$ cat src/rtl/chd_pkg.sv
// Types and constants of the canonical Huffman decoder.
package chd_pkg;

   localparam int SYMBOL_W    = 8;
   localparam int INDEX_W     = 8;
   localparam int COUNT_W     = 8;
   localparam int LENGTH_W    = 16;
   localparam int CODE_W      = 16;
   localparam int BITS_LEFT_W = 4;
   localparam int BYTE_BITS   = 8;

   typedef enum logic [1:0] {
      ACT_START  = 2'd0,
      ACT_COUNT  = 2'd1,
      ACT_SYMBOL = 2'd2,
      ACT_DATA   = 2'd3
   } action_type;

   typedef enum logic [1:0] {
      ST_IDLE,
      ST_BIT,
      ST_SYM,
      ST_FLUSH
   } state_type;

   typedef struct packed {
      logic [SYMBOL_W-1:0] symbol;
      logic                last;
      logic                frame_done;
      logic                code_error;
   } result_type;

endpackage

$ cat src/rtl/chd_channels.sv
// Valid/ready channel interfaces for the decoder's request and response beats.
interface chd_req_if;
   logic                          valid;
   logic                          ready;
   logic [1:0]                    action;
   logic [chd_pkg::INDEX_W-1:0]   table_index;
   logic [chd_pkg::SYMBOL_W-1:0]  byte_value;
   logic [chd_pkg::LENGTH_W-1:0]  frame_length;

   modport source (output valid, action, table_index, byte_value, frame_length,
                   input ready);
   modport sink (input valid, action, table_index, byte_value, frame_length,
                 output ready);
endinterface

interface chd_rsp_if;
   logic                          valid;
   logic                          ready;
   logic [chd_pkg::SYMBOL_W-1:0]  symbol;
   logic                          last;
   logic                          frame_done;
   logic                          code_error;

   modport source (output valid, symbol, last, frame_done, code_error, input ready);
   modport sink (input valid, symbol, last, frame_done, code_error, output ready);
endinterface

$ cat src/rtl/canonical_huffman_decoder_core.sv
// Canonical Huffman decoder core: bit-serial decode of a byte stream into symbols.
//
// req_if carries one action per beat: start frame (sets the symbol count and
// clears the partial code), load a code-length count, load a sorted symbol
// entry, or a data byte. rsp_if returns decoded symbols; last marks the final
// beat caused by one data byte, frame_done the symbol that ends the frame,
// code_error a code longer than MAX_CODE_LEN (symbol then 0).
// Start and load beats complete in ST_IDLE. A raw-mode byte (count entry 0
// nonzero) goes through ST_FLUSH. A coded byte is shifted through ST_BIT one
// code bit at a time, up to 8, visits ST_SYM per decoded symbol for the symbol
// memory's registered read, and ends in ST_FLUSH, which moves the final beat out.
// Decode stops early once the frame count reaches zero.
// req_if.ready is high only between bytes. One decoded beat is held back until
// the next one or the end of the byte shows whether it is the last; decoding
// stalls while that beat and the output register are both full and rsp_if
// is not ready.
// Reset clears the count table, the partial code, the frame count and the output
// valid flags; the symbol memory holds garbage until loaded.
module canonical_huffman_decoder_core #(
   parameter int MAX_CODE_LEN = 16,
   parameter int SYMBOL_DEPTH = 256
) (
   input  logic          clock,
   input  logic          reset,
   chd_req_if.sink       req_if,
   chd_rsp_if.source     rsp_if
);

   localparam int AW  = $clog2(SYMBOL_DEPTH);
   localparam int CLW = $clog2(MAX_CODE_LEN + 1);
   localparam logic [AW:0]  DEPTH_L = (AW+1)'(SYMBOL_DEPTH);
   localparam logic [CLW-1:0] MAX_LEN_L = CLW'(MAX_CODE_LEN);

   typedef logic [AW-1:0] mod_tbl_type [256];

   // Residue of every byte value modulo the symbol depth.
   function automatic mod_tbl_type build_mod_tbl();
      mod_tbl_type t;
      for (int i = 0; i < 256; i++) begin
         t[i] = AW'(i % SYMBOL_DEPTH);
      end
      return t;
   endfunction

   localparam mod_tbl_type MOD_TBL = build_mod_tbl();

   chd_pkg::state_type                state_ff, state_in;
   logic [chd_pkg::COUNT_W-1:0]       counts_ff [MAX_CODE_LEN+1];
   logic [chd_pkg::COUNT_W-1:0]       counts_in [MAX_CODE_LEN+1];
   logic [chd_pkg::CODE_W-1:0]        code_accum_ff, code_accum_in;
   logic [chd_pkg::CODE_W-1:0]        row_first_code_ff, row_first_code_in;
   logic [AW-1:0]                     row_first_index_ff, row_first_index_in;
   logic [CLW-1:0]                    code_len_ff, code_len_in;
   logic [chd_pkg::LENGTH_W-1:0]      symbols_left_ff, symbols_left_in;
   logic [chd_pkg::BITS_LEFT_W-1:0]   bits_left_ff, bits_left_in;
   logic                              sym_done_ff, sym_done_in;
   logic                              pend_valid_ff, pend_valid_in;
   logic                              out_valid_ff, out_valid_in;
   logic [chd_pkg::SYMBOL_W-1:0]      shift_ff, shift_in;
   chd_pkg::result_type               pend_ff, pend_in;
   chd_pkg::result_type               out_ff, out_in;

   logic [chd_pkg::SYMBOL_W-1:0]      sym_mem [SYMBOL_DEPTH];
   logic [chd_pkg::SYMBOL_W-1:0]      sym_rd_ff;
   logic                              mem_we;
   logic [AW-1:0]                     mem_waddr;
   logic                              rd_en;

   logic                              out_free;
   logic                              hold;
   logic                              gen;
   chd_pkg::result_type               gen_res;
   logic [chd_pkg::CODE_W-1:0]        acc_next;
   logic [chd_pkg::CODE_W-1:0]        rfc_shift;
   logic [chd_pkg::CODE_W-1:0]        diff;
   logic [chd_pkg::COUNT_W-1:0]       cnt;
   logic                              match;
   logic [AW:0]                       idx_sum;
   logic [AW-1:0]                     idx;
   logic [AW:0]                       rfi_sum;
   logic [chd_pkg::LENGTH_W-1:0]      left_dec;

   // One code bit per cycle while not held, lsb of the byte first.
   always_comb begin
      acc_next  = {code_accum_ff[chd_pkg::CODE_W-2:0], shift_ff[0]};
      rfc_shift = {row_first_code_ff[chd_pkg::CODE_W-2:0], 1'b0};
      cnt       = counts_ff[code_len_ff];
      diff      = acc_next - rfc_shift;
      match     = (acc_next >= rfc_shift) && (diff[chd_pkg::CODE_W-1:8] == '0) &&
                  (diff[7:0] < cnt);
      idx_sum   = {1'b0, MOD_TBL[diff[7:0]]} + {1'b0, row_first_index_ff};
      idx       = (idx_sum >= DEPTH_L) ? AW'(idx_sum - DEPTH_L) : idx_sum[AW-1:0];
      rfi_sum   = {1'b0, MOD_TBL[cnt]} + {1'b0, row_first_index_ff};
      left_dec  = symbols_left_ff - 16'd1;
   end

   always_comb begin
      state_in           = state_ff;
      counts_in          = counts_ff;
      code_accum_in      = code_accum_ff;
      row_first_code_in  = row_first_code_ff;
      row_first_index_in = row_first_index_ff;
      code_len_in        = code_len_ff;
      symbols_left_in    = symbols_left_ff;
      bits_left_in       = bits_left_ff;
      sym_done_in        = sym_done_ff;
      pend_valid_in      = pend_valid_ff;
      pend_in            = pend_ff;
      out_valid_in       = out_valid_ff;
      out_in             = out_ff;
      shift_in           = shift_ff;
      mem_we             = 1'b0;
      mem_waddr          = MOD_TBL[req_if.table_index];
      rd_en              = 1'b0;
      gen                = 1'b0;
      gen_res            = '0;

      out_free = !out_valid_ff || rsp_if.ready;
      hold     = pend_valid_ff && !out_free;
      if (out_valid_ff && rsp_if.ready) begin
         out_valid_in = 1'b0;
      end

      case (state_ff)
         chd_pkg::ST_IDLE: begin
            if (req_if.valid) begin
               case (chd_pkg::action_type'(req_if.action))
                  chd_pkg::ACT_START: begin
                     symbols_left_in    = req_if.frame_length;
                     code_accum_in      = '0;
                     row_first_code_in  = '0;
                     row_first_index_in = '0;
                     code_len_in        = CLW'(1);
                  end
                  chd_pkg::ACT_COUNT: begin
                     if (req_if.table_index <= 8'(MAX_CODE_LEN)) begin
                        counts_in[req_if.table_index[CLW-1:0]] = req_if.byte_value;
                     end
                  end
                  chd_pkg::ACT_SYMBOL: begin
                     mem_we = 1'b1;
                  end
                  chd_pkg::ACT_DATA: begin
                     if (symbols_left_ff != '0) begin
                        if (counts_ff[0] != '0) begin
                           gen                = 1'b1;
                           gen_res.symbol     = req_if.byte_value;
                           gen_res.frame_done = (left_dec == '0);
                           symbols_left_in    = left_dec;
                           state_in           = chd_pkg::ST_FLUSH;
                        end else begin
                           shift_in     = req_if.byte_value;
                           bits_left_in = chd_pkg::BITS_LEFT_W'(chd_pkg::BYTE_BITS);
                           state_in     = chd_pkg::ST_BIT;
                        end
                     end
                  end
                  default: ;
               endcase
            end
         end
         chd_pkg::ST_BIT: begin
            if (!hold) begin
               shift_in     = shift_ff >> 1;
               bits_left_in = bits_left_ff - 4'd1;
               if (match) begin
                  rd_en              = 1'b1;
                  symbols_left_in    = left_dec;
                  sym_done_in        = (left_dec == '0);
                  code_accum_in      = '0;
                  row_first_code_in  = '0;
                  row_first_index_in = '0;
                  code_len_in        = CLW'(1);
                  state_in           = chd_pkg::ST_SYM;
               end else begin
                  code_accum_in      = acc_next;
                  row_first_code_in  = rfc_shift + {8'b0, cnt};
                  row_first_index_in = (rfi_sum >= DEPTH_L) ? AW'(rfi_sum - DEPTH_L)
                                                            : rfi_sum[AW-1:0];
                  code_len_in        = code_len_ff + CLW'(1);
                  if (code_len_ff == MAX_LEN_L) begin
                     // code too long: flag it and start over at the next bit
                     gen                = 1'b1;
                     gen_res.code_error = 1'b1;
                     code_accum_in      = '0;
                     row_first_code_in  = '0;
                     row_first_index_in = '0;
                     code_len_in        = CLW'(1);
                  end
                  state_in = (bits_left_ff == 4'd1) ? chd_pkg::ST_FLUSH : chd_pkg::ST_BIT;
               end
            end
         end
         chd_pkg::ST_SYM: begin
            if (!hold) begin
               gen                = 1'b1;
               gen_res.symbol     = sym_rd_ff;
               gen_res.frame_done = sym_done_ff;
               state_in = (sym_done_ff || bits_left_ff == '0) ? chd_pkg::ST_FLUSH
                                                             : chd_pkg::ST_BIT;
            end
         end
         chd_pkg::ST_FLUSH: begin
            if (!pend_valid_ff) begin
               state_in = chd_pkg::ST_IDLE;
            end else if (out_free) begin
               out_in        = pend_ff;
               out_in.last   = 1'b1;
               out_valid_in  = 1'b1;
               pend_valid_in = 1'b0;
               state_in      = chd_pkg::ST_IDLE;
            end
         end
         default: begin
            state_in = chd_pkg::ST_IDLE;
         end
      endcase

      // A new beat pushes the held one out; it was not the last of its byte.
      if (gen) begin
         if (pend_valid_ff) begin
            out_in       = pend_ff;
            out_in.last  = 1'b0;
            out_valid_in = 1'b1;
         end
         pend_in       = gen_res;
         pend_valid_in = 1'b1;
      end
   end

   always_ff @(posedge clock) begin
      if (reset) begin
         state_ff           <= chd_pkg::ST_IDLE;
         counts_ff          <= '{default: '0};
         code_accum_ff      <= '0;
         row_first_code_ff  <= '0;
         row_first_index_ff <= '0;
         code_len_ff        <= CLW'(1);
         symbols_left_ff    <= '0;
         bits_left_ff       <= '0;
         sym_done_ff        <= 1'b0;
         pend_valid_ff      <= 1'b0;
         out_valid_ff       <= 1'b0;
      end else begin
         state_ff           <= state_in;
         counts_ff          <= counts_in;
         code_accum_ff      <= code_accum_in;
         row_first_code_ff  <= row_first_code_in;
         row_first_index_ff <= row_first_index_in;
         code_len_ff        <= code_len_in;
         symbols_left_ff    <= symbols_left_in;
         bits_left_ff       <= bits_left_in;
         sym_done_ff        <= sym_done_in;
         pend_valid_ff      <= pend_valid_in;
         out_valid_ff       <= out_valid_in;
      end
   end

   always_ff @(posedge clock) begin
      shift_ff <= shift_in;
      pend_ff  <= pend_in;
      out_ff   <= out_in;
   end

   always_ff @(posedge clock) begin
      if (mem_we) begin
         sym_mem[mem_waddr] <= req_if.byte_value;
      end
      if (rd_en) begin
         sym_rd_ff <= sym_mem[idx];
      end
   end

   assign req_if.ready      = (state_ff == chd_pkg::ST_IDLE);
   assign rsp_if.valid      = out_valid_ff;
   assign rsp_if.symbol     = out_ff.symbol;
   assign rsp_if.last       = out_ff.last;
   assign rsp_if.frame_done = out_ff.frame_done;
   assign rsp_if.code_error = out_ff.code_error;

endmodule

$ cat src/flat_wrapper.sv
// flat-port wrapper written by rule: the top's interface ports become plain ports
module canonical_huffman_decoder_core_flat 
#(
   parameter int MAX_CODE_LEN = 16,
   parameter int SYMBOL_DEPTH = 256
)
  (clock, reset, req_if_valid, req_if_action, req_if_table_index, req_if_byte_value, req_if_frame_length, req_if_ready, rsp_if_valid, rsp_if_symbol, rsp_if_last, rsp_if_frame_done, rsp_if_code_error, rsp_if_ready);
  chd_req_if req_if_i ();
  chd_rsp_if rsp_if_i ();
  input  logic clock;
  input  logic reset;
  input wire logic [$bits(req_if_i.valid)-1:0] req_if_valid;
  input wire logic [$bits(req_if_i.action)-1:0] req_if_action;
  input wire logic [$bits(req_if_i.table_index)-1:0] req_if_table_index;
  input wire logic [$bits(req_if_i.byte_value)-1:0] req_if_byte_value;
  input wire logic [$bits(req_if_i.frame_length)-1:0] req_if_frame_length;
  output wire logic [$bits(req_if_i.ready)-1:0] req_if_ready;
  output wire logic [$bits(rsp_if_i.valid)-1:0] rsp_if_valid;
  output wire logic [$bits(rsp_if_i.symbol)-1:0] rsp_if_symbol;
  output wire logic [$bits(rsp_if_i.last)-1:0] rsp_if_last;
  output wire logic [$bits(rsp_if_i.frame_done)-1:0] rsp_if_frame_done;
  output wire logic [$bits(rsp_if_i.code_error)-1:0] rsp_if_code_error;
  input wire logic [$bits(rsp_if_i.ready)-1:0] rsp_if_ready;
  assign req_if_i.valid = req_if_valid;
  assign req_if_i.action = req_if_action;
  assign req_if_i.table_index = req_if_table_index;
  assign req_if_i.byte_value = req_if_byte_value;
  assign req_if_i.frame_length = req_if_frame_length;
  assign req_if_ready = req_if_i.ready;
  assign rsp_if_valid = rsp_if_i.valid;
  assign rsp_if_symbol = rsp_if_i.symbol;
  assign rsp_if_last = rsp_if_i.last;
  assign rsp_if_frame_done = rsp_if_i.frame_done;
  assign rsp_if_code_error = rsp_if_i.code_error;
  assign rsp_if_i.ready = rsp_if_ready;
  canonical_huffman_decoder_core #(.MAX_CODE_LEN(MAX_CODE_LEN), .SYMBOL_DEPTH(SYMBOL_DEPTH)) u_core (.clock(clock), .reset(reset), .req_if(req_if_i), .rsp_if(rsp_if_i));
endmodule
$ cat config.mk
export PLATFORM = sky130hd
export DESIGN_NAME = canonical_huffman_decoder_core_flat
export DESIGN_NICKNAME = d
export VERILOG_FILES = /design/src/rtl/chd_pkg.sv /design/src/rtl/chd_channels.sv /design/src/rtl/canonical_huffman_decoder_core.sv /design/src/flat_wrapper.sv
export SDC_FILE = /design/constraint.sdc
export NUM_CORES = 2
export LEC_CHECK = 0
export BUFFER_PORTS_ARGS = -buffer_cell sky130_fd_sc_hd__buf_2
export CAP_MARGIN = 20
export CORE_MARGIN = 1
export CORE_UTILIZATION = 50
export CTS_BUF_LIST = sky130_fd_sc_hd__clkbuf_16
export DETAILED_ROUTE_END_ITERATION = 10
export PLACE_DENSITY_LB_ADDON = 0.1
export SLEW_MARGIN = 20
export SYNTH_ARGS = -nofsm -noshare
export SYNTH_HDL_FRONTEND = slang
export SYNTH_SLANG_ARGS = --single-unit
export TNS_END_PERCENT = 30
$ cat constraint.sdc
create_clock -name clock -period 4.7 [get_ports clock]
set_input_delay 0.94 -clock clock [delete_from_list [all_inputs] [get_ports clock]]
set_output_delay 0.94 -clock clock [all_outputs]
set_load 0.01 [all_outputs]
Word level (Yosys, flattened, before mapping)
Memories as Yosys holds them, arrays and structs flattened. A register that Yosys moved wholly into a read port is not among the register bits.
Index checks and enable logic that the tools add are counted.
W data, S select, Z words.
- output and inout bits: 13
- memories: 4
- bits in read-only memories: 6144
- input bits: 38
- flip-flop bits (word level): 233
- word-level logic and storage cells: 220
- memory bits (writable): 2048
- bitwise operators: 6
- add/sub/neg operators: 9
- reductions and logical operators: 24
- muxes and demuxes: 111
- magnitude comparators: 11
- equality and inequality tests: 20
- memories (memory ; depth ; bits a word ; rd ports ; clocked after Yosys merged registers in ; write ports ; RTL line ; RTL):
    (name not given) ; 256 ; 8 ; 1 ; 0 ; 0 ; canonical_huffman_decoder_core.sv:93 ; rfi_sum = {1'b0, MOD_TBL[cnt]} + {1'b0, row_first_index_ff};
    (name not given) ; 256 ; 8 ; 1 ; 0 ; 0 ; canonical_huffman_decoder_core.sv:91 ; idx_sum = {1'b0, MOD_TBL[diff[7:0]]} + {1'b0, row_first_index_ff};
    (name not given) ; 256 ; 8 ; 1 ; 0 ; 0 ; canonical_huffman_decoder_core.sv:113 ; mem_waddr = MOD_TBL[req_if.table_index];
    u_core.sym_mem ; 256 ; 8 ; 1 ; 1 ; 1 ; canonical_huffman_decoder_core.sv:63 ; logic [chd_pkg::SYMBOL_W-1:0] sym_mem [SYMBOL_DEPTH];
- operator list (cell ; count):
    $mux W8 ; 26
    $bwmux W136 ; 1
    $mux W15 ; 8
    $mux W16 ; 5
    $pmux W16 S2 ; 2
    $pmux W15 S2 ; 2
    $mux W11 ; 5
    $pmux W8 S2 ; 3
    $ge A9 B9 Y1 const B ; 5
    $bmux W8 S5 ; 1
    $demux W8 S5 ; 1
    $mux W1 ; 31
    $not A8 Y9 ; 3
    $mux W5 ; 5
    $mux W2 ; 11
    $mux W4 ; 5
    $add A8 B8 Y9 ; 2
    $ge A16 B16 Y1 ; 1
    $logic_not A16 Y1 ; 1
    $reduce_bool A16 Y1 ; 1
    $sub A16 B1 Y16 const B ; 1
    $sub A16 B16 Y16 ; 1
    $sub A8 B1 Y8 const B ; 2
    $add A15 B8 Y15 ; 1
    34 further kinds ; 57

Logic depth before layout (Yosys ltp)
- word-level depth: 15
- mapped depth: 20
- depth with buffers taken out: 17

Worst setup path after synthesis
OpenSTA, ideal clock, no wires.
- kind: reg2reg
- start: register u_core.code_len_ff[0]
- end: register (tool-made name)
- path buffers: 4
- slack: -0.327 ns
- cell stages (with the launch flop): 19
- required time: 4.445 ns
- library setup time: 0.255 ns
- period minus slack after synthesis: 5.027 ns
- data arrival time: 4.773 ns
- cell sequence: dfxtp_1 > clkbuf_1 > buf_1 > buf_2 > mux4_2 > mux2_2 > a21oi_1 > o21a_1 > ha_1 > a21oi_1 > a21boi_0 > a2111oi_0 > o2111ai_1 > nor3_1 > nand4_2 > a21oi_2 > a21boi_1 > clkbuf_1 > and2_1
- RTL lines (element ; RTL line ; RTL):
    from (decl) ; canonical_huffman_decoder_core.sv:53 ; logic [CLW-1:0] code_len_ff, code_len_in;
    from (signal assigned) ; canonical_huffman_decoder_core.sv:250 ; code_len_ff <= code_len_in;

Worst setup path in the final report
- start: register u_core.code_accum_ff[0] (netlist name)
- end: register u_core.sym_rd_ff[7] (netlist name), read port of u_core.sym_mem, data pin
- longest elaborated chain between the ends: 8
- elaborated cells on any way between the ends: 17
- classes of those cells: 3 x add/sub; 3 x order compare; 6 x mux; 1 x bitwise; 3 x reduce/logical; 1 x memory
- RTL lines (element ; RTL line ; RTL):
    from (decl) ; canonical_huffman_decoder_core.sv:50 ; logic [chd_pkg::CODE_W-1:0] code_accum_ff, code_accum_in;
    from (signal assigned) ; canonical_huffman_decoder_core.sv:247 ; code_accum_ff <= code_accum_in;
    $sub A16 B16 Y16 ; canonical_huffman_decoder_core.sv:88 ; diff = acc_next - rfc_shift;
    $not A8 Y9 (not written as such) ; canonical_huffman_decoder_core.sv:91 ;
    $mem_v2 Z256 W8 ; -- ;
    $mux W8 (not written as such) (2 in series) ; canonical_huffman_decoder_core.sv:91 ;
    $add A8 B8 Y9 ; canonical_huffman_decoder_core.sv:91 ;
    $sub A8 B1 Y8 or $ge A9 B9 Y1 (tied branches) ; canonical_huffman_decoder_core.sv:92 ; idx = (idx_sum >= DEPTH_L) ? AW'(idx_sum - DEPTH_L) : idx_sum[AW-1:0];
    $mux W8 ; canonical_huffman_decoder_core.sv:92 ;
    to (decl) ; canonical_huffman_decoder_core.sv:64 ; logic [chd_pkg::SYMBOL_W-1:0] sym_rd_ff;
Parallel ways exist; a longest one is shown, timed or not. The select of a mux whose other input is x is not followed.
A chain may end at the register's enable or synchronous reset.

==> out/summary.txt <==
Crit path max fanout - 24
Die ar. - 185,100 um^2
Skew final - 0.06821 ns
Finished Core Util - 57.67%
Routed via count - 45,970
Pre-CTS setup slack - -0.2634 ns
Max transition margin - 20.52%
Fin. Hold Viols - 0
Drt first pass iters - 6
Fin crit share - 98.84%
Number of remaining DRC errors - 0
Area grow syn2layout - 14.20%
Critical path endpoint category - register
Fin. max-slew vios - 0
Core region area - 181,500 um^2
WL met3 - 14,790 um
Top-area cell type share of the netlist area - 68.29%
Setup tns final - 0 ns
Mapped Nets - 4,729
Hold slack - 0.3350 ns
Die Wd - 430.2 um
Final #Nets - 5,052
Total Power - 45,600 uW
Mapped Cells - 4,634
IR drop worst, VDD - 0.0003263 V
First-pass GRT wire length - 329,100 um
Most used DFF post-synth - edfxtp_1
Clk_lat worst skew - 0.88 ns
Layout cells sized above 1 - 28.12%
Met1 Routed Length - 97,640 um
WL per Instance - 30.14 um
Pin count of the biggest net entering global routing - 129
Crit start category - register
Via density - 6.107
Gr usage total - 24.74%
Highest clock rate - 215.3 MHz
Worst min path class - input port to register
Tmin final - 4.645 ns
Worst Path Required - 5.32 ns
CTS tree - done
Starting Density - 50.50%
Setup CP Type - register to register
Vias in the first global route - 45,860
Yosys reg bits - 2,289
IO Count - 51
TritonCTS Sinks - 2,289
Outcome - finished clean
Root buf cell - clkbuf_16
HPWL after DPL - 140,400 um
Largest cells by area after synthesis - edfxtp_1, mux4_2, dfxtp_1
Clock slew at the register clock pins of the worst setup and hold paths - 0.06 ns
Maximum level of the CTS H-tree - 4
Overflow after GRT - 0
Number of synthesized flops with an enable pin - 2,085
Post-Syn Area - 91,680 um^2
Synth cell types - 69
Initial DRC count - 4,951
Chip height - 430.2 um
Final GP Congestion - 0.8168
Final setup vio count - 0
Longest Clk Path Bufs - 3
Sequential-to-total area share from yosys stat - 72.75%
Port Buffer Count - 50
P per Cell Area - 435.5 nW/um^2
Commonest non-fill, non-tap cells in the layout - edfxtp_1, mux4_2, nor2_1
MaxCap Viol Count - 0
Ys Warns - 0
Measured slew at the worst slew-check pin - 1.192 ns
TritonCTS Buffers - 230
Initial antenna violation count - 10
Largest area contributor in the netlist - edfxtp_1
PnR worst setup slack - 0.05473 ns
Leak Pwr - 0.03417 uW
FFs w/ async S/R, synth - 0%
Final antenna-violating net count - 0
Site row count - 156
Drt total wl - 226,900 um
Syn avg cell area - 19.78 um^2
Critical Path AT - 5.27 ns
Most common cell after layout, fill and taps aside - edfxtp_1
WL met2 - 109,800 um
Top sig layer - met5
## flip-flops by register name, indices dropped and copies added (netlist names), named ones only
register and count:
u_core.state_ff 2, u_core.sym_done_ff 1, u_core.sym_mem 2048, u_core.pend_valid_ff 1, u_core.shift_ff 8, u_core.counts_ff 136
u_core.symbols_left_ff 16, u_core.row_first_code_ff 15, u_core.row_first_index_ff 8, u_core.code_len_ff 5, u_core.code_accum_ff 15, u_core.sym_rd_ff 8
u_core.bits_left_ff 4, u_core.rsp_if.valid 1, u_core.pend_ff 10
## layer usage
layer	vias up	track usage (%)
met5	-	0
li1	19500	-
met2	1623	39.39
met4	2	5.779
met1	24570	36.45
met3	268	3.609
## timing repair
item	in CTS	in global routing
pin swaps	0	1
endpoints found under the setup margin	5	43
hold buffers	0	0
cloned	0	1
resized for setup	6	5
setup buffers	0	2
endpoints found under the hold margin	0	0
## logic make-up after synthesis
group,Yosys count,share of synthesized area [%]
AO/OA/AOI/OAI,231,1.624
flip-flops,2289,72.75
buffers and inverters,325,1.380
AND/OR/NAND/NOR,802,3.716
multiplexers,892,19.36
adder cells (fa/ha/maj),57,0.8107
XOR/XNOR,38,0.3630
## stage by stage
stage          area (um^2)  instances
2_1_floorplan        91680       4634
3_3_place_gp         97040       7092
3_5_place_dp         97040       7092
4_1_cts             104600       7520
5_1_grt             104700       7524
6_report            104700       7527
## Yosys cell counts, types with 3 or more instances
master and number:
o21a_1 14, o21bai_1 4, a311oi_1 4, nor4_1 5
edfxtp_1 2085, o31ai_1 7, nor3b_1 4, nand4_1 4
and3_1 3, ha_1 53, nand2_1 156, nand2b_1 11
fa_1 4, xnor2_1 31, a21oi_1 90, nor2_1 461
nand3_1 76, nor2b_1 15, a21o_1 16, inv_1 48
a21boi_0 4, o21ai_0 33, nand3b_1 9, a211oi_1 4
clkbuf_1 203, xor2_1 7, buf_1 49, or4_1 3
and2_1 21, mux2i_1 180, mux2_2 8, o32ai_1 5
nor3_1 22, a31oi_1 7, dfxtp_1 204, buf_2 23
o2111ai_1 3, a2111oi_0 4, a22o_1 10, mux4_2 704
o22ai_1 3
## layout make-up
type,count,area (um^2)
fillers,13360,76830
flip-flops and latches,2289,66700
multi-input cells,2020,23910
clock buffers,230,5756
repair buffers,367,3397
well taps,2370,2965
clock inverters,198,1773
inverters,49,183.9
diodes,4,10.01
## worst paths after layout
kind                                                      to  cells after the start  slack (ns)                    startpoint
worst min-delay path               u_core.symbols_left_ff[0]                      3        0.33        req_if_frame_length[0]
worst min register to register  u_core.row_first_code_ff[13]                      2        0.46  u_core.row_first_code_ff[13]
worst max register to register           u_core.sym_rd_ff[7]                     13        0.05       u_core.code_accum_ff[0]
worst max-delay path                     u_core.sym_rd_ff[7]                     13        0.05       u_core.code_accum_ff[0]
## worst max-delay path, cell delays in order (launching register included)
cell and delay (ns):
dfxtp_1 0.34, inv_1 0.06, ha_1 0.32, inv_1 0.11, fa_4 0.82, buf_12 0.17, buf_12 0.23, buf_12 0.22
mux4_2 0.36, mux4_2 0.54, mux4_2 0.54, mux2i_2 0.36, buf_4 0.21, mux2i_1 0.07
## power by group
group          switching (uW)  internal [uW]  total [uW]
clock                    7900          10200       18100
sequential               70.7          22300       22300
combinational            2720           2450        5170
total                   10700          34900       45600
Note: power is estimated with default switching activity, not from simulation.
